`config.mk`:
```
export PLATFORM = sky130hd
export DESIGN_NAME = vkcg_sqrt
export DESIGN_NICKNAME = d
export VERILOG_FILES = /design/src/rtl/vkcg_pkg.sv /design/src/rtl/vkcg_sqrt.sv
export SDC_FILE = /design/constraint.sdc
export NUM_CORES = 1
export LEC_CHECK = 0
export ABC_AREA = 1
export BUFFER_PORTS_ARGS = -buffer_cell sky130_fd_sc_hd__buf_2
export CORE_ASPECT_RATIO = 0.5
export CORE_MARGIN = 10
export CORE_UTILIZATION = 40
export CTS_CLUSTER_DIAMETER = 150
export DETAILED_ROUTE_END_ITERATION = 10
export PLACE_DENSITY = 0.64
export SLEW_MARGIN = 20
export SYNTH_ARGS = -nofsm -noshare
export SYNTH_HDL_FRONTEND = slang
export SYNTH_SLANG_ARGS = --single-unit
```
`constraint.sdc`:
```
create_clock -name clock -period 9.4 [get_ports clock]
set_input_delay 1.88 -clock clock [delete_from_list [all_inputs] [get_ports clock]]
set_output_delay 1.88 -clock clock [all_outputs]
set_load 0.005 [all_outputs]
```
`src/rtl/vkcg_pkg.sv`:
```
// Shared constants, types and saturation helpers for the velocity Kalman chi-square gate.
package vkcg_pkg;

   localparam int FRAC_BITS_DEF = 16;
   localparam int DATA_W        = 32;
   localparam int ACC_W         = 67;
   localparam int SQ_IN_W       = 64;

   localparam logic [15:0] PROC_NOISE_RST = 16'd328;
   localparam logic [15:0] MEAS_NOISE_RST = 16'd1966;
   localparam logic [15:0] GATE_SIGMA_RST = 16'd2560;

   localparam logic [1:0] CSR_PROC_NOISE = 2'd0;
   localparam logic [1:0] CSR_MEAS_NOISE = 2'd1;
   localparam logic [1:0] CSR_GATE_SIGMA = 2'd2;

   typedef enum logic [1:0] {
      KIND_PREDICT  = 2'd0,
      KIND_MEASURE  = 2'd1,
      KIND_SET_VEL  = 2'd2,
      KIND_SET_TIME = 2'd3
   } kind_type;

   function automatic logic signed [ACC_W-1:0] ext32(input logic signed [DATA_W-1:0] v);
      return {{(ACC_W-DATA_W){v[DATA_W-1]}}, v};
   endfunction

   function automatic logic signed [DATA_W-1:0] sat32(input logic signed [ACC_W-1:0] v);
      logic signed [ACC_W-1:0] hi;
      logic signed [ACC_W-1:0] lo;
      hi = {{(ACC_W-DATA_W){1'b0}}, 32'h7FFF_FFFF};
      lo = {{(ACC_W-DATA_W){1'b1}}, 32'h8000_0000};
      if (v > hi) return 32'sh7FFF_FFFF;
      if (v < lo) return 32'sh8000_0000;
      return $signed(v[DATA_W-1:0]);
   endfunction

endpackage

```
`src/rtl/vkcg_sqrt.sv`:
```
// Iterative floor integer square root, one root bit per cycle.
module vkcg_sqrt import vkcg_pkg::*; (
   input  logic                   clock,
   input  logic                   reset,
   input  logic                   start,
   input  logic [SQ_IN_W-1:0]     radicand,
   output logic [SQ_IN_W/2-1:0]   root,
   output logic                   done
);

   localparam int ROOT_W = SQ_IN_W / 2;
   localparam int CNT_W  = $clog2(ROOT_W + 1);

   logic                busy_ff, busy_in;
   logic                done_ff, done_in;
   logic [CNT_W-1:0]    cnt_ff, cnt_in;
   logic [SQ_IN_W-1:0]  val_ff, val_in;
   logic [ROOT_W+1:0]   rem_ff, rem_in;
   logic [ROOT_W-1:0]   root_ff, root_in;

   logic [ROOT_W+1:0]   rem_sh;
   logic [ROOT_W+1:0]   trial;

   always_comb begin
      rem_sh  = {rem_ff[ROOT_W-1:0], val_ff[SQ_IN_W-1:SQ_IN_W-2]};
      trial   = {root_ff, 2'b01};
      busy_in = busy_ff;
      done_in = 1'b0;
      cnt_in  = cnt_ff;
      val_in  = val_ff;
      rem_in  = rem_ff;
      root_in = root_ff;
      if (start) begin
         busy_in = 1'b1;
         cnt_in  = CNT_W'(ROOT_W);
         val_in  = radicand;
         rem_in  = '0;
         root_in = '0;
      end else if (busy_ff) begin
         if (cnt_ff != '0) begin
            val_in = {val_ff[SQ_IN_W-3:0], 2'b00};
            cnt_in = cnt_ff - 1'b1;
            if (rem_sh >= trial) begin
               rem_in  = rem_sh - trial;
               root_in = {root_ff[ROOT_W-2:0], 1'b1};
            end else begin
               rem_in  = rem_sh;
               root_in = {root_ff[ROOT_W-2:0], 1'b0};
            end
         end else begin
            busy_in = 1'b0;
            done_in = 1'b1;
         end
      end
   end

   always_ff @(posedge clock) begin
      if (reset) begin
         busy_ff <= 1'b0;
         done_ff <= 1'b0;
         cnt_ff  <= '0;
      end else begin
         busy_ff <= busy_in;
         done_ff <= done_in;
         cnt_ff  <= cnt_in;
      end
      val_ff  <= val_in;
      rem_ff  <= rem_in;
      root_ff <= root_in;
   end

   assign root = root_ff;
   assign done = done_ff;

endmodule
```
==> results.toml, run 1 <==
[worst_setup_path]
critical_path_arrival_ns = 4.27
r2r_slack_ns = 6.56
rr_worst_depth = 15
max_stage_delay_ns = 0.92
cp_slowest_cell = "clkinv_1"
start_kind = "primary input"
cp_max_fo = 70
end_kind = "flop"
regToRegEndpoint = "rem_ff[24]"
critPathKind = "in2reg"
crit_chain = "buf_2 > buf_4 > nor2_2 > buf_4 > clkinv_1 > o22ai_1"
rr_startpoint = "root[18]"
critPathRequiredTime_ns = 9.73
path_common_cell = "buf_4"

[logic_synthesis]
synth_seq_area_share_pct = 41.1
yosysTopAreaCell = "nand2_1"
syn-num-nets = 1262
ys_types = 34
synthTopCellsByArea = "nand2_1 (24%), edfxtp_1 (23%), dfxtp_1 (18%)"
synth-seq-cells = 136
yosysWarnings = 0
syn-cell-area_mm2 = 0.00819
synth.top_cell.area_share_pct = 23.6
netlist_instances = 1159
synth.avg_cell_area_um2 = 7.07

[drt]
wire_per_inst_um = 13.5
drt_iter0_drc = 517
finalWirelength_um = 20600
top_layer_used = "met4"
drt-pass1-iter-count = 5
via_per_inst = 4.69
drtAntennaViolNets = 0
route.met3.wl_um = 1130
vias = 7154
m1WireLength_um = 10500
drc = 0
wl_met2_um = 8730

[floorplanning]
die-area_mm2 = 0.0270
fp.dieH_um = 121
die_w_um = 222
num_rows = 36
core_mm2 = 0.0198
io-pin-count = 100
start_util_pct = 41.4

[clock_tree]
insertion_delay_ns = 0.44
clk_pin_slew_ns = 0.06
clk_path_buf_depth = 2
cts_root_buf = "clkbuf_16"
cts_tree = "done"
cts.sinks = 136
htreeDepth = 4
cts_buffers = 17
post_cts_buffers = 0
cts_resized = 0
cts_hold_buf = 0

[finish]
final_common_cell = "nand2_1"
seqCellArea_mm2 = 0.00336
final_cells = 1524
mostFrequentLayoutCells = "nand2_1 (516), inv_1 (159), buf_2 (99)"
syn2layout_area_growth_pct = 15.4
drive_gt1_share_pct = 14.3
multiInputGateArea_mm2 = 0.00401
nFillCells = 2035
final_nets = 1348
antenna_cells = 0

[timing]
finalClockSkew_ns = 0.00807
slew_headroom_pct = 30.9
tightest_slew_ns = 1.03
hold_ws_ns = 0.438
finalCriticalPeriod_ns = 3.93
finalSetupViolations = 0
drv_slew = 0
fmax_mhz = 254
rsz0062_at_grt = "false"
final_hold_viol_count = 0
finalSetupTns_ns = 0
fin_crit_sh_pct = 41.8

[global_routing]
grt_overflow = 0
grt_util_all_layers_pct = 15.6
grt_pass1_vias = 7117
grt_max_degree = 71
grt_pass1_wl_um = 34600
antenna_found_initial = 0

[placement]
place.gp.congestion = 0.891
io_buffers = 99
dp.cells = 1492
dp_hpwl_um = 14900

[flow_run]
maxCapViolCount = 0

[worst_hold_path]
min_to = "done"
hold_path_depth = 2
min_path_type = "reg2reg"
hp-start = "busy_ff"

[outcome]
outcome = "finished clean"
state kept, by name, indices dropped and copies added, names as in the netlist:
register,count
done,1
cnt_ff,6
busy_ff,1
val_ff,64
rem_ff,32
root,32
cells by family after synthesis:
group / Yosys count / synth area share [%]
AOI/OAI and AO/OA: 66 / 4.75
xor gates and xnor gates: 14 / 1.50
adders and majority gates: 36 / 5.50
buffers and inverters: 199 / 9.97
DFF: 136 / 41.1
and+or+nand+nor: 708 / 37.2
worst max-delay path, delay by kind of cell:
family / cells / cell delay, ns
compound gates: 1 / 0.48
buf+inv: 4 / 1.69
simple gates: 1 / 0.17
per-stage QoR:
step	instance area [um^2]	util [%]	worst slack [ns]
6_report	9450	47.8	5.47
5_1_grt	9450	47.8	5.27
4_1_cts	9450	47.8	5.60
2_1_floorplan	8190	-	4.69
3_3_place_gp	8850	44.7	5.18
3_5_place_dp	8850	44.7	5.13
synthesized netlist by cell type (all sizes together):
master,number
nor2,55
dfxtp,72
xor2,1
nand3b,43
nand3,55
o21bai,2
a211oi,2
and2,4
or2,1
a21oi,26
nor3,4
xnor2,13
ha,36
nand2,543
clkbuf,23
buf,13
o21ai,4
inv,163
edfxtp,64
nand4,3
o22ai,31
a21o,1
worst max-delay path by stage:
stage               start    endpoint
floorplan           start   val_ff[0]
global placement    start   val_ff[0]
detailed placement  start  val_ff[46]
CTS                 start  val_ff[43]
global route        start    root[20]
finish              start    root[24]
final cells by class:
class / count / area share (%)
Tap cell: 266 / 3.52
Clock inverter: 15 / 1.85
Inverter: 163 / 6.49
Sequential cell: 136 / 35.6
Multi-Input combinational cell: 824 / 42.5
Timing Repair Buffer: 103 / 5.56
Clock buffer: 17 / 4.50
metal layers:
| metal | vias to the layer above | track usage, % |
|---|---|---|
| met2 | 172 | 23.9 |
| met4 | 0 | 5.83 |
| met3 | 23 | 4.26 |
| met1 | 3160 | 20.5 |
| li1 | 3799 | - |
| met5 | - | 0 |
Power of run 1 is not shown: default switching activity piles up to over one toggle a cycle in this logic, so the estimate is an artifact.
==> run 2: changes to the inputs <==
--- a/config.mk
+++ b/config.mk
@@ -5,14 +5,14 @@
 export SDC_FILE = /design/constraint.sdc
 export NUM_CORES = 1
 export LEC_CHECK = 0
-export ABC_AREA = 1
+export ABC_AREA = 0
 export BUFFER_PORTS_ARGS = -buffer_cell sky130_fd_sc_hd__buf_2
 export CORE_ASPECT_RATIO = 0.5
 export CORE_MARGIN = 10
 export CORE_UTILIZATION = 40
 export CTS_CLUSTER_DIAMETER = 150
 export DETAILED_ROUTE_END_ITERATION = 10
-export PLACE_DENSITY = 0.64
+export PLACE_DENSITY = 0.65
 export SLEW_MARGIN = 20
 export SYNTH_ARGS = -nofsm -noshare
 export SYNTH_HDL_FRONTEND = slang
==> constraint.sdc (replaced) <==
create_clock -name clock -period 3.76 [get_ports clock]
set_input_delay 0.752 -clock clock [delete_from_list [all_inputs] [get_ports clock]]
set_output_delay 0.752 -clock clock [all_outputs]
set_load 0.005 [all_outputs]
==> results.toml, run 2 <==
[logic_synthesis]
syn-cell-area_mm2 = 0.00748
synth.avg_cell_area_um2 = 9.76
synthTopCellsByArea = "edfxtp_1 (26%), dfxtp_1 (19%), mux2_2 (9.5%)"
synth_flop_cell = "dfxtp_1"
syn-num-nets = 870
ys_types = 67
synth_seq_area_share_pct = 44.9
synth.most_common_cell = "nand2_1"
yosysWarnings = 0
synth_edf_count = 64
ys_async_sr_fraction_pct = 0
synth-seq-cells = 136
synth.top_cell.area_share_pct = 25.7
yosysTopAreaCell = "edfxtp_1"
netlist_instances = 767
synth_commonest_cells = "nand2_1 (113), a21oi_1 (73), dfxtp_1 (72)"

[power_and_ir_drop]
p_switching_w = 0.00198
combPwrFrac_pct = 37.4
p_per_area_mw_per_mm2 = 652
p_sw_share_pct = 34.6
power.share.clock_pct = 31.7
p_seq_share_pct = 30.9
p_int_w = 0.00374
p_leak_nw = 3.52
irDropWorstVdd_uv = 297

[drt]
finalWirelength_um = 17700
via_per_inst = 5.29
drt-pass1-iter-count = 7
drc = 0
drt_iter0_drc = 293
vias = 5822
drtAntennaViolNets = 0
wire_per_inst_um = 16.1

[worst_setup_path]
r2r_slack_ns = 0.50
start_kind = "flop"
cp_max_fo = 17
critPathRequiredTime_ns = 4.12
critical_path_arrival_ns = 3.62
end_kind = "flop"
rr_worst_depth = 12
critPathKind = "reg2reg"

[finish]
final_cell_area_mm2 = 0.00877
final_nets = 949
largest_reg_flops = 64
final_common_cell = "nand2_1"
drive_gt1_share_pct = 25.3
top_register = "val_ff"
mostFrequentLayoutCells = "nand2_1 (112), buf_2 (98), a21oi_1 (73)"
syn2layout_area_growth_pct = 17.2

[placement]
dp_hpwl_um = 12100
placed_area_mm2 = 0.00814
place.gp.congestion = 0.902
io_buffers = 99

[clock_tree]
clk_pin_slew_ns = 0.07
cts_resized = 0
cts_tree = "done"
post_cts_buffers = 0
htreeDepth = 4
cts_root_buf = "clkbuf_16"
insertion_delay_ns = 0.43
cts_hold_buf = 0
cts_buffers = 17
cts.sinks = 136
clk_path_buf_depth = 2

[floorplanning]
start_util_pct = 40.7
die-area_mm2 = 0.0249
die_w_um = 213
core_mm2 = 0.0184
io-pin-count = 100
num_rows = 35
fp.dieH_um = 117

[worst_hold_path]
hold_path_depth = 2
min_path_type = "reg2reg"

[timing]
tightest_slew_ns = 0.807
fmax_mhz = 307
finalCriticalPeriod_ns = 3.26
rsz0062_at_grt = "false"
finalSetupViolations = 0
fin_crit_sh_pct = 86.6
finalClockSkew_ns = 0.00949
slew_headroom_pct = 46.2
drv_slew = 0
final_hold_viol_count = 0
finalSetupTns_ns = 0

[outcome]
outcome = "finished clean"

[global_routing]
grt_pass1_vias = 5748
grt_pass1_wl_um = 29100
grt_max_degree = 135
grt_util_all_layers_pct = 14.4
grt_overflow = 0
antenna_found_initial = 7

[flow_run]
maxCapViolCount = 0
==> run 2: cell count changes after synthesis, sizes merged, moves of 17 or more <==
cell	delta
a211oi	+20
inv	-120
mux2	+63
a21oi	+47
nand3b	-42
nand3	-49
o22ai	-30
nand2	-430
a21o	+23
clkbuf	+17
==> run 2: path summary, 6_finish.rpt <==
| path | to | from |
|---|---|---|
| max | rem_ff[29] | root[7] |
| min | root[1] | root[0] |
| max reg2reg | rem_ff[29] | root[7] |
| min reg2reg | root[1] | root[0] |
==> run 2: per-stage QoR <==
step / total power (W) / instances / hold WS, ns / setup slack [ns] / utilization (%)
after global placement: 0.00389 / 1067 / 0.454 / 0.680 / 44.3
after floorplan: 0.00354 / 767 / 0.429 / 0.628 / -
after CTS: 0.00574 / 1099 / 0.473 / 0.532 / 47.7
final: 0.00572 / 1100 / 0.464 / 0.504 / 47.7
after detailed placement: 0.00391 / 1067 / 0.465 / 0.564 / 44.3
after global routing: 0.00604 / 1100 / 0.499 / 0.287 / 47.7
==> run 2: cells by family (layout without fill, tap and decap cells) <==
group,Yosys count,in the layout,synth area share (%)
and+or+nand+nor,214,214,12.8
AOI/OAI and AO/OA,185,185,16.5
DFF,136,136,44.9
buffers and inverters,90,182,5.03
muxes,74,74,11.0
adders and majority gates,36,36,6.02
xor gates and xnor gates,32,32,3.75
other,0,1,0
==> run 2: cell type report <==
cell class              instances  area (um^2)
fillers                      1765         9620
well taps                     240          300
repair buffers                107          571
inverters                      43          161
clock buffers                  19          433
multi-input cells             541         3750
clock inverters                13          193
diodes                          1         2.50
flip-flops and latches        136         3360
==> run 2: power groups by stage <==
stage	logic (W)	registers [W]	clock network, W
2_1_floorplan	0.00177	0.00178	0
3_3_place_gp	0.00209	0.00180	0
3_5_place_dp	0.00211	0.00180	0
4_1_cts	0.00212	0.00177	0.00185
5_1_grt	0.00235	0.00178	0.00191
6_report	0.00214	0.00177	0.00182
==> run 2: critical path, cell delays in order, from the launching register on <==
cell       delay, ns
dfxtp_1         0.38
inv_1           0.06
ha_1            0.40
and4_1          0.24
and3_1          0.19
a21boi_2        0.19
o31ai_2         0.12
o21a_2          0.27
a31oi_4         0.58
buf_4           0.31
nand2_1         0.09
a211oi_1        0.22
o2bb2ai_1       0.13
==> run 2: metal layers <==
metal  global-route usage, %  vias up  wire length (um)
met5                       0        -                30
met1                    17.9     2718              8360
met3                    5.46       28              1290
li1                        -     2913                 -
met4                    4.50        6               242
met2                    22.6      157              7770
Power figures use the tool's default switching activity.
