===== config.mk =====
export PLATFORM = sky130hd
export DESIGN_NAME = vkcg_div
export DESIGN_NICKNAME = d
export VERILOG_FILES = /design/src/rtl/vkcg_pkg.sv /design/src/rtl/vkcg_div.sv
export SDC_FILE = /design/constraint.sdc
export NUM_CORES = 1
export LEC_CHECK = 0
export ABC_AREA = 1
export BUFFER_PORTS_ARGS = -buffer_cell sky130_fd_sc_hd__buf_2
export CAP_MARGIN = 20
export CORE_UTILIZATION = 40
export CTS_BUF_LIST = sky130_fd_sc_hd__clkbuf_2 sky130_fd_sc_hd__clkbuf_4 sky130_fd_sc_hd__clkbuf_8
export CTS_CLUSTER_SIZE = 28
export DETAILED_ROUTE_END_ITERATION = 8
export PLACE_DENSITY = 0.68
export SKIP_CTS_REPAIR_TIMING = 1
export SYNTH_ARGS = -nofsm -noshare
export SYNTH_HDL_FRONTEND = slang
export SYNTH_SLANG_ARGS = --single-unit
export TNS_END_PERCENT = 20

===== constraint.sdc =====
create_clock -name clock -period 7.63 [get_ports clock]
set_clock_uncertainty 0.15 [all_clocks]
set_input_delay 1.1445 -clock clock [delete_from_list [all_inputs] [get_ports clock]]
set_output_delay 1.1445 -clock clock [all_outputs]
set_load 0.02 [all_outputs]

===== src/rtl/vkcg_pkg.sv =====
// Shared constants, types and saturation helpers for the velocity Kalman chi-square gate.
package vkcg_pkg;

   localparam int FRAC_BITS_DEF = 16;
   localparam int DATA_W        = 32;
   localparam int ACC_W         = 67;
   localparam int SQ_IN_W       = 64;

   localparam logic [15:0] PROC_NOISE_RST = 16'd328;
   localparam logic [15:0] MEAS_NOISE_RST = 16'd1966;
   localparam logic [15:0] GATE_SIGMA_RST = 16'd2560;

   localparam logic [1:0] CSR_PROC_NOISE = 2'd0;
   localparam logic [1:0] CSR_MEAS_NOISE = 2'd1;
   localparam logic [1:0] CSR_GATE_SIGMA = 2'd2;

   typedef enum logic [1:0] {
      KIND_PREDICT  = 2'd0,
      KIND_MEASURE  = 2'd1,
      KIND_SET_VEL  = 2'd2,
      KIND_SET_TIME = 2'd3
   } kind_type;

   function automatic logic signed [ACC_W-1:0] ext32(input logic signed [DATA_W-1:0] v);
      return {{(ACC_W-DATA_W){v[DATA_W-1]}}, v};
   endfunction

   function automatic logic signed [DATA_W-1:0] sat32(input logic signed [ACC_W-1:0] v);
      logic signed [ACC_W-1:0] hi;
      logic signed [ACC_W-1:0] lo;
      hi = {{(ACC_W-DATA_W){1'b0}}, 32'h7FFF_FFFF};
      lo = {{(ACC_W-DATA_W){1'b1}}, 32'h8000_0000};
      if (v > hi) return 32'sh7FFF_FFFF;
      if (v < lo) return 32'sh8000_0000;
      return $signed(v[DATA_W-1:0]);
   endfunction

endpackage


===== src/rtl/vkcg_div.sv =====
// Iterative restoring divider: saturated (s * 2^FRAC_BITS) / den, truncated toward zero.
module vkcg_div import vkcg_pkg::*; #(
   parameter int FRAC_BITS = FRAC_BITS_DEF
) (
   input  logic                          clock,
   input  logic                          reset,
   input  logic                          start,
   input  logic signed [DATA_W:0]        numer,
   input  logic signed [63-FRAC_BITS:0]  denom,
   output logic signed [DATA_W-1:0]      quot,
   output logic                          done
);

   localparam int DEN_W = 64 - FRAC_BITS;
   localparam int NUM_W = DATA_W + FRAC_BITS;
   localparam int CNT_W = $clog2(NUM_W + 1);

   logic                    busy_ff, busy_in;
   logic                    done_ff, done_in;
   logic [CNT_W-1:0]        cnt_ff, cnt_in;
   logic [NUM_W-1:0]        num_ff, num_in;
   logic [DEN_W-1:0]        den_ff, den_in;
   logic [DEN_W-1:0]        rem_ff, rem_in;
   logic                    neg_ff, neg_in;
   logic signed [DATA_W-1:0] quot_ff, quot_in;

   logic [DATA_W:0]  nabs;
   logic [DEN_W-1:0] dabs;
   logic [DEN_W:0]   rem_sh;
   logic [DEN_W:0]   diff;
   logic             ge;

   always_comb begin
      nabs    = numer[DATA_W] ? (DATA_W+1)'(-numer) : numer;
      dabs    = denom[DEN_W-1] ? DEN_W'(-denom) : denom;
      rem_sh  = {rem_ff, num_ff[NUM_W-1]};
      ge      = rem_sh >= {1'b0, den_ff};
      diff    = rem_sh - {1'b0, den_ff};
      busy_in = busy_ff;
      done_in = 1'b0;
      cnt_in  = cnt_ff;
      num_in  = num_ff;
      den_in  = den_ff;
      rem_in  = rem_ff;
      neg_in  = neg_ff;
      quot_in = quot_ff;
      if (start) begin
         busy_in = 1'b1;
         cnt_in  = CNT_W'(NUM_W);
         num_in  = {nabs[DATA_W-1:0], {FRAC_BITS{1'b0}}};
         den_in  = dabs;
         rem_in  = '0;
         neg_in  = numer[DATA_W] ^ denom[DEN_W-1];
      end else if (busy_ff) begin
         if (cnt_ff != '0) begin
            num_in = {num_ff[NUM_W-2:0], ge};
            rem_in = ge ? diff[DEN_W-1:0] : rem_sh[DEN_W-1:0];
            cnt_in = cnt_ff - 1'b1;
         end else begin
            busy_in = 1'b0;
            done_in = 1'b1;
            if (neg_ff) begin
               if (num_ff > {{(NUM_W-DATA_W){1'b0}}, 32'h8000_0000}) begin
                  quot_in = 32'sh8000_0000;
               end else begin
                  quot_in = $signed(-num_ff[DATA_W-1:0]);
               end
            end else begin
               if (num_ff > {{(NUM_W-DATA_W){1'b0}}, 32'h7FFF_FFFF}) begin
                  quot_in = 32'sh7FFF_FFFF;
               end else begin
                  quot_in = $signed(num_ff[DATA_W-1:0]);
               end
            end
         end
      end
   end

   always_ff @(posedge clock) begin
      if (reset) begin
         busy_ff <= 1'b0;
         done_ff <= 1'b0;
         cnt_ff  <= '0;
      end else begin
         busy_ff <= busy_in;
         done_ff <= done_in;
         cnt_ff  <= cnt_in;
      end
      num_ff  <= num_in;
      den_ff  <= den_in;
      rem_ff  <= rem_in;
      neg_ff  <= neg_in;
      quot_ff <= quot_in;
   end

   assign quot = quot_ff;
   assign done = done_ff;

endmodule


==> results of run 1 <==
-- cells by family (layout without fill, tap and decap cells) --
| logic type | after synthesis | count (layout) | synth area share, % |
|---|---|---|---|
| and+or+nand+nor | 1250 | 1250 | 36.5 |
| buffers and inverters | 469 | 570 | 12.3 |
| AOI/OAI and AO/OA | 228 | 228 | 8.62 |
| DFF | 185 | 185 | 32.9 |
| xor gates and xnor gates | 86 | 86 | 5.13 |
| adders and majority gates | 53 | 53 | 4.56 |
-- power by group --
group          internal (mW)  switching (mW)  leakage (nW)
Sequential              1.13          0.0290          1.68
Clock                  0.288           0.414         0.208
Combinational          0.134           0.303          6.25
Total                   1.55           0.747          8.14
-- layout make-up --
cell class                 instances  share of cell area, %
clock buffer                      19                   1.58
sequential                       185                   30.0
multi-input combinational       1617                   50.1
clock inverter                    13                  0.971
inverter                         413                   9.62
timing repair buffer             125                   4.15
tap                              461                   3.58
-- sequential cells by signal (all words and copies together), names as in the netlist --
signal	cells
den_ff	48
num_ff	48
rem_ff	48
quot	32
cnt_ff	6
busy_ff	1
done	1
neg_ff	1
-- routing by layer --
layer  part of all wire [%]  wire length [um]  global-route usage (%)
met1                     47             20100                    32.3
met2                     45             19400                    37.4
met3                    6.1              2630                    2.44
met4                    2.3              1000                    8.12
met5                      0                 0                       0
-- layout by cell type, fill, tap and decap left out, drive strengths merged, types with 5 or more instances in the layout --
| master | netlist | final |
|---|---|---|
| o21bai | 7 | 7 |
| nand2 | 722 | 722 |
| nor3 | 43 | 43 |
| o22ai | 24 | 24 |
| dfxtp | 72 | 72 |
| inv | 411 | 418 |
| clkbuf | 41 | 19 |
| nand3 | 151 | 151 |
| nor2 | 213 | 213 |
| o21ai | 115 | 115 |
| xor2 | 59 | 59 |
| nor4 | 11 | 11 |
| or2 | 5 | 5 |
| clkinv | 2 | 6 |
| nand4 | 85 | 85 |
| nand3b | 12 | 12 |
| xnor2 | 27 | 27 |
| buf | 15 | 125 |
| ha | 52 | 52 |
| edfxtp | 113 | 113 |
| a21oi | 63 | 63 |
-- worst min-delay path, stage by stage, from the launching register on --
cell and delay, ns:
dfxtp_1 0.32, nand2_1 0.06, a21oi_1 0.05
-- worst max path at each step --
stage          startpoint         end  slack [ns]  depth (start not counted)
2_1_floorplan       start     quot[0]        3.25                          3
3_3_place_gp        start  rem_ff[34]        2.89                         10
3_5_place_dp        start  rem_ff[34]        2.86                         10
4_1_cts             start  rem_ff[34]        3.40                         10
5_1_grt        den_ff[40]  rem_ff[36]        3.43                         12
6_report       den_ff[40]  rem_ff[46]        3.69                         12
==> flow_summary.toml, run 1 <==
[drt]
vias = 14800
detail_route.vias_per_cell = 5.23
dr.first_iter.drc_count = 1373
wl_per_cell_um = 15.2
drc_errors = 0
wl_mm = 43.2
first_pass_iters = 6
ant_nets = 0

[clock_tree]
cts.sinks = 185
cts_max_level = 4
cts_buffers = 17
tritoncts = "built"
cts-root-buf = "clkbuf_8"
cts_buffer_depth = 2
path_clk_slew_ns = 0.11
clock_latency_ns = 0.50

[grt]
antenna_found_initial = 0
grt_max_degree = 76
first_global_vias = 13900
gr-total-overflow = 0
track_usage_pct = 23.2
grt_first_pass_wirelength_mm = 70.4

[yosys]
yosys-top-cells-area = "edfxtp_1, nand2_1, inv_1, dfxtp_1, nor2_1"
synth_top_area_share_pct = 23.1
syn_area_per_cell_um2 = 6.47
ys_warn_count = 0
syn-cell-area_um2 = 14700
yosysSeqAreaShare_pct = 32.9
yosysUniqueCellTypes = 49
synth-seq-cells = 185
syn_inst = 2271
dominantRegCellSynth = "edfxtp_1"
synth_most_common_cell = "nand2_1"
synth_top_area_cell = "edfxtp_1"
async_flop_share_pct = 0
synth_edf_count = 113
netlist_top_cells_count = "nand2_1, inv_1, nor2_1, nand3_1, edfxtp_1"
synth_fp_nets = 2408

[final_layout]
nNetsFinal = 2496
drive_gt1_share_pct = 8.90
multiInputGateArea_um2 = 8070
final_area_um2 = 16100
fillers = 3742
n_antenna_cell = 0
fin_cells = 2833
area_growth_pct = 9.59
final-seq-area_um2 = 4830
post-route-util_pct = 45.0

[worst_setup_path]
start_kind = "flop"
max_stage_delay_ns = 0.79
path_buf_inv = 1
worstSetupEndpointType = "flop"
cp_slowest_cell = "nand3_4"
cp_cell_sequence = "inv_1, ha_1, nand2_1, nor2_1, nand4_1, nor3_2, nand4_4, nand3_4, nand2_2, nand2_1, nand2_1, nand2_1"
cp_common_cell = "nand2_1"
required_ns = 7.92
criticalPathCategory = "flop to flop"
reg2reg_slack_ns = 3.69
crit_family = "simple AND/OR/NAND/NOR gates"
timing.rr.start = "den_ff[40]"
worstPathArrival_ns = 4.24
reg2regPathDepth = 12
path_max_fanout = 49
r2r-end = "rem_ff[46]"

[timing]
period_share_pct = 51.7
worst_slack_ns = 3.69
relSlewSlack_pct = 39.7
fmax_mhz = 254
rsz0062_at_grt = "false"
fin_hold_ws_ns = 0.322
tightest_slew_ns = 0.905
fin_crit_ns = 3.94
setup_viol = 0
setup-tns-final_ns = 0
finalMaxSlewViolations = 0
finalHoldViolCount = 0

[min_path]
holdPathEnd = "cnt_ff[0]"
worstHoldStart = "cnt_ff[0]"
holdPathStages = 2
hp-class = "flop to flop"

[placement]
port_buffers = 116
dp_hpwl_mm = 33.6
dpl-instance-area_um2 = 15700
placedCellCount = 2800
place_congestion = 0.974
pre_cts_ws_ns = 2.86

[floorplan]
rows = 69
core_area_um2 = 35800
start_util_pct = 41.0
boundaryPins = 117
die_w_um = 194
dieHeight_um = 194
dieArea_um2 = 37500

[run]
cap_violations = 0

[pwr]
p_per_area_nw_per_um2 = 143
irDropWorstVdd_mv = 0.103
power_mw = 2.30
leakagePower_nw = 8.14

[outcome]
outcome = "finished, final reports clean"
No activity file was read; power rests on OpenSTA's default activity.
==> inputs of run 2 (changes only) <==
--- a/config.mk
+++ b/config.mk
@@ -12,7 +12,7 @@
 export CTS_BUF_LIST = sky130_fd_sc_hd__clkbuf_2 sky130_fd_sc_hd__clkbuf_4 sky130_fd_sc_hd__clkbuf_8
 export CTS_CLUSTER_SIZE = 28
 export DETAILED_ROUTE_END_ITERATION = 8
-export PLACE_DENSITY = 0.68
+export PLACE_DENSITY = 0.7
 export SKIP_CTS_REPAIR_TIMING = 1
 export SYNTH_ARGS = -nofsm -noshare
 export SYNTH_HDL_FRONTEND = slang
==> constraint.sdc (replaced) <==
create_clock -name clock -period 3.45 [get_ports clock]
set_clock_uncertainty 0.15 [all_clocks]
set_input_delay 0.5175 -clock clock [delete_from_list [all_inputs] [get_ports clock]]
set_output_delay 0.5175 -clock clock [all_outputs]
set_load 0.02 [all_outputs]
==> flow_summary.toml, run 2 (synthesized netlist as in run 1, its figures left out) <==
[outcome]
outcome = "finished, final reports clean"

[grt]
track_usage_pct = 23.5
first_global_vias = 13800
grt_first_pass_wirelength_mm = 71.5
grt_max_degree = 58
gr-total-overflow = 0
antenna_found_initial = 1

[placement]
place_congestion = 0.981
port_buffers = 116
dp_hpwl_mm = 34.5
pre_cts_ws_ns = 0.483

[clock_tree]
cts_buffers = 17
cts_buffer_depth = 2
cts-root-buf = "clkbuf_8"
tritoncts = "built"
cts.sinks = 185
clock_latency_ns = 0.50
cts_max_level = 4
path_clk_slew_ns = 0.13

[final_layout]
reg_top3 = "den_ff x48, num_ff x48, rem_ff x48"
area_growth_pct = 10.0
drive_gt1_share_pct = 9.09
final_cell_mix = "nand2_1, inv_1, nor2_1, nand3_1, buf_2"
n_antenna_cell = 0
final_common_cell = "nand2_1"
fillers = 3688
nNetsFinal = 2501

[min_path]
hp-class = "input port to flop"
holdPathStages = 2
worstHoldStart = "reset"
holdPathEnd = "cnt_ff[5]"

[run]
cap_violations = 0

[worst_setup_path]
timing.rr.start = "num_ff[1]"
reg2reg_slack_ns = 0.49
criticalPathCategory = "flop to flop"
crit_family = "simple AND/OR/NAND/NOR gates"
r2r-end = "quot[18]"
worstPathArrival_ns = 3.12
path_buf_inv = 2
required_ns = 3.61
cp_common_cell = "nand2_1"
worstSetupEndpointType = "flop"
path_max_fanout = 23
reg2regPathDepth = 10
cp_cell_sequence = "inv_1, ha_1, nand3_1, nor2_2, inv_2, nor2_1, nand4_1, nand2_1, nand2_1, o21ai_0"
max_stage_delay_ns = 0.45
start_kind = "flop"
cp_slowest_cell = "nand2_1"

[timing]
fmax_mhz = 338
setup-tns-final_ns = 0
finalHoldViolCount = 0
worst_slack_ns = 0.492
setup_viol = 0
tightest_slew_ns = 0.784
rsz0062_at_grt = "false"
relSlewSlack_pct = 47.7
fin_crit_ns = 2.96
period_share_pct = 85.7
finalMaxSlewViolations = 0

[floorplan]
dieHeight_um = 194
start_util_pct = 41.0
die_w_um = 194
core_area_um2 = 35800
rows = 69
dieArea_um2 = 37500
boundaryPins = 117

[drt]
wl_mm = 44.0
ant_nets = 0
first_pass_iters = 6
wl_per_cell_um = 15.5
dr.first_iter.drc_count = 1192
vias = 14800
drc_errors = 0
detail_route.vias_per_cell = 5.20

[pwr]
leakagePower_nw = 8.16
irDropWorstVdd_mv = 0.215
p_per_area_nw_per_um2 = 314
==> run 2: final cells by class <==
cell class                      instances  area (um^2)  share of cell area [%]
Multi-Input combinational cell       1617         8070                    49.9
Sequential cell                       185         4830                    29.9
Clock inverter                         15          193                    1.19
Timing Repair Buffer                  130          711                    4.39
Tap cell                              461          577                    3.57
Clock buffer                           17          234                    1.45
Inverter                              413         1550                    9.59
==> run 2: power by group <==
part | internal (mW) | switching [mW] | total [mW]
logic | 0.298 | 0.667 | 0.965
registers | 2.50 | 0.0622 | 2.56
clock network | 0.563 | 0.986 | 1.55
==> run 2: worst max-delay path by stage <==
stage | startpoint | endpoint | slack (ns) | cells past startpoint
after floorplan | cnt_ff[0] | num_ff[16] | 0.65 | 8
after global placement | denom[1] | den_ff[40] | 0.50 | 12
after detailed placement | denom[1] | den_ff[40] | 0.48 | 12
after CTS | num_ff[1] | quot[18] | 0.49 | 10
after global routing | num_ff[0] | quot[18] | 0.10 | 10
final | num_ff[1] | quot[18] | 0.49 | 10
==> run 2: layer usage <==
| metal | vias to the layer above | wire [um] | global-route usage (%) |
|---|---|---|---|
| li1 | 7443 | - | - |
| met1 | 6761 | 20900 | 33.2 |
| met2 | 482 | 19300 | 37.2 |
| met3 | 71 | 2720 | 2.78 |
| met4 | 0 | 1160 | 8.03 |
| met5 | - | 0 | 0 |
==> run 2: stage by stage <==
step	hold slack, ns	total power [mW]	std cells	utilization (%)	area [um^2]
final	0.0648	5.07	2838	45.1	16200
after global routing	0.0425	5.31	2838	45.1	16200
after CTS	0.0325	5.08	2838	45.1	16200
after detailed placement	0.314	3.55	2806	43.9	15700
after global placement	0.307	3.54	2806	43.9	15700
after floorplan	0.294	3.23	2271	-	14700
==> inputs of run 3 (changes only) <==
--- a/config.mk
+++ b/config.mk
@@ -8,11 +8,13 @@
 export ABC_AREA = 1
 export BUFFER_PORTS_ARGS = -buffer_cell sky130_fd_sc_hd__buf_2
 export CAP_MARGIN = 20
-export CORE_UTILIZATION = 40
+export CELL_PAD_IN_SITES_DETAIL_PLACEMENT = 0
+export CELL_PAD_IN_SITES_GLOBAL_PLACEMENT = 2
+export CORE_UTILIZATION = 31
 export CTS_BUF_LIST = sky130_fd_sc_hd__clkbuf_2 sky130_fd_sc_hd__clkbuf_4 sky130_fd_sc_hd__clkbuf_8
 export CTS_CLUSTER_SIZE = 28
 export DETAILED_ROUTE_END_ITERATION = 8
-export PLACE_DENSITY = 0.7
+export PLACE_DENSITY = 0.89
 export SKIP_CTS_REPAIR_TIMING = 1
 export SYNTH_ARGS = -nofsm -noshare
 export SYNTH_HDL_FRONTEND = slang
==> flow_summary.toml, run 3 (synthesized netlist as in run 1, its figures left out) <==
[outcome]
outcome = "finished, final reports clean"

[final_layout]
reg_top3 = "den_ff x48, num_ff x48, rem_ff x48"
fillers = 5201
area_growth_pct = 11.3
nNetsFinal = 2503
final_common_cell = "nand2_1"
drive_gt1_share_pct = 9.16
fin_cells = 2986
final_cell_mix = "nand2_1, inv_1, nor2_1, nand3_1, buf_2"
n_antenna_cell = 0

[floorplan]
boundaryPins = 117
dieHeight_um = 220
rows = 79
start_util_pct = 31.5
dieArea_um2 = 48300
core_area_um2 = 46700
die_w_um = 220

[worst_setup_path]
reg2reg_slack_ns = 0.55
worstSetupEndpointType = "flop"
worstPathArrival_ns = 3.06
timing.rr.start = "num_ff[0]"
start_kind = "flop"
reg2regPathDepth = 10
required_ns = 3.61
path_max_fanout = 23
criticalPathCategory = "flop to flop"
r2r-end = "quot[28]"

[min_path]
worstHoldStart = "reset"
holdPathEnd = "busy_ff"
holdPathStages = 2
hp-class = "input port to flop"

[timing]
finalHoldViolCount = 0
rsz0062_at_grt = "false"
finalMaxSlewViolations = 0
fmax_mhz = 345
tightest_slew_ns = 0.807
setup_viol = 0
fin_crit_ns = 2.90
relSlewSlack_pct = 46.2
setup-tns-final_ns = 0
period_share_pct = 84.0

[drt]
dr.first_iter.drc_count = 1327
wl_per_cell_um = 16.5
wl_mm = 49.3
detail_route.vias_per_cell = 4.89
vias = 14600
ant_nets = 0
first_pass_iters = 5
drc_errors = 0

[placement]
port_buffers = 116
place_congestion = 0.915
placedCellCount = 2954
dp_hpwl_mm = 39.1

[clock_tree]
cts.sinks = 185
tritoncts = "built"
cts_max_level = 4
cts_buffer_depth = 2
cts_buffers = 17
clock_latency_ns = 0.51
path_clk_slew_ns = 0.11
cts-root-buf = "clkbuf_8"

[grt]
grt_max_degree = 75
antenna_found_initial = 0
track_usage_pct = 20.7
first_global_vias = 13600
grt_first_pass_wirelength_mm = 76.8
gr-total-overflow = 0

[pwr]
p_per_area_nw_per_um2 = 312
leakagePower_nw = 8.18
irDropWorstVdd_mv = 0.190
power_mw = 5.11

[run]
cap_violations = 0
[run 3: final cells by class]
cell class              count  area, um^2  share of cell area, %
clock inverters            14         168                   1.02
well taps                 607         759                   4.64
inverters                 413        1550                   9.47
flip-flops and latches    185        4830                   29.5
clock buffers              18         241                   1.48
repair buffers            132         738                   4.51
multi-input cells        1617        8070                   49.3
[run 3: metal layers]
metal	vias to the layer above	share of wire [%]	wire, um	global-route usage, %
met5	-	0	0	0
met4	0	1.6	775	5.24
met3	45	6.4	3170	3.38
met2	417	42	20700	30.8
met1	6714	50	24600	30.7
li1	7430	-	-	-
[run 3: critical path: stages, from the launching register on]
cell and delay, ns:
dfxtp_1 0.31, inv_1 0.13, ha_1 0.19, nand3_1 0.19, nor2_2 0.27, inv_2 0.08
nor2_1 0.19, nand4_1 0.15, nand2_1 0.19, nand2_1 0.46, o21ai_0 0.42
[run 3: worst max path at each step]
stage          cells after the start  slack, ns  startpoint          to
6_report                          10       0.55   num_ff[0]    quot[28]
5_1_grt                           16       0.25   den_ff[8]  rem_ff[47]
4_1_cts                           10       0.54   num_ff[0]    quot[26]
3_5_place_dp                      12       0.51    numer[0]  num_ff[44]
3_3_place_gp                      12       0.54    numer[0]  num_ff[44]
2_1_floorplan                      8       0.65   cnt_ff[0]  num_ff[16]
[run 3: metrics by stage]
stage	utilization, %	setup WS (ns)	instance area [um^2]	hold WS, ns
after CTS	35.1	0.544	16400	-0.0192
after floorplan	-	0.654	14700	0.294
after global placement	34.2	0.541	16000	0.304
after detailed placement	34.2	0.513	16000	0.310
final	35.1	0.551	16400	0.0430
after global routing	35.1	0.247	16400	0.0124
[run 3: power breakdown]
part / internal [mW] / total (mW) / switching, mW
sequential: 2.50 / 2.56 / 0.0634
combinational: 0.300 / 1.00 / 0.702
clock: 0.672 / 1.55 / 0.876
total: 3.47 / 5.11 / 1.64
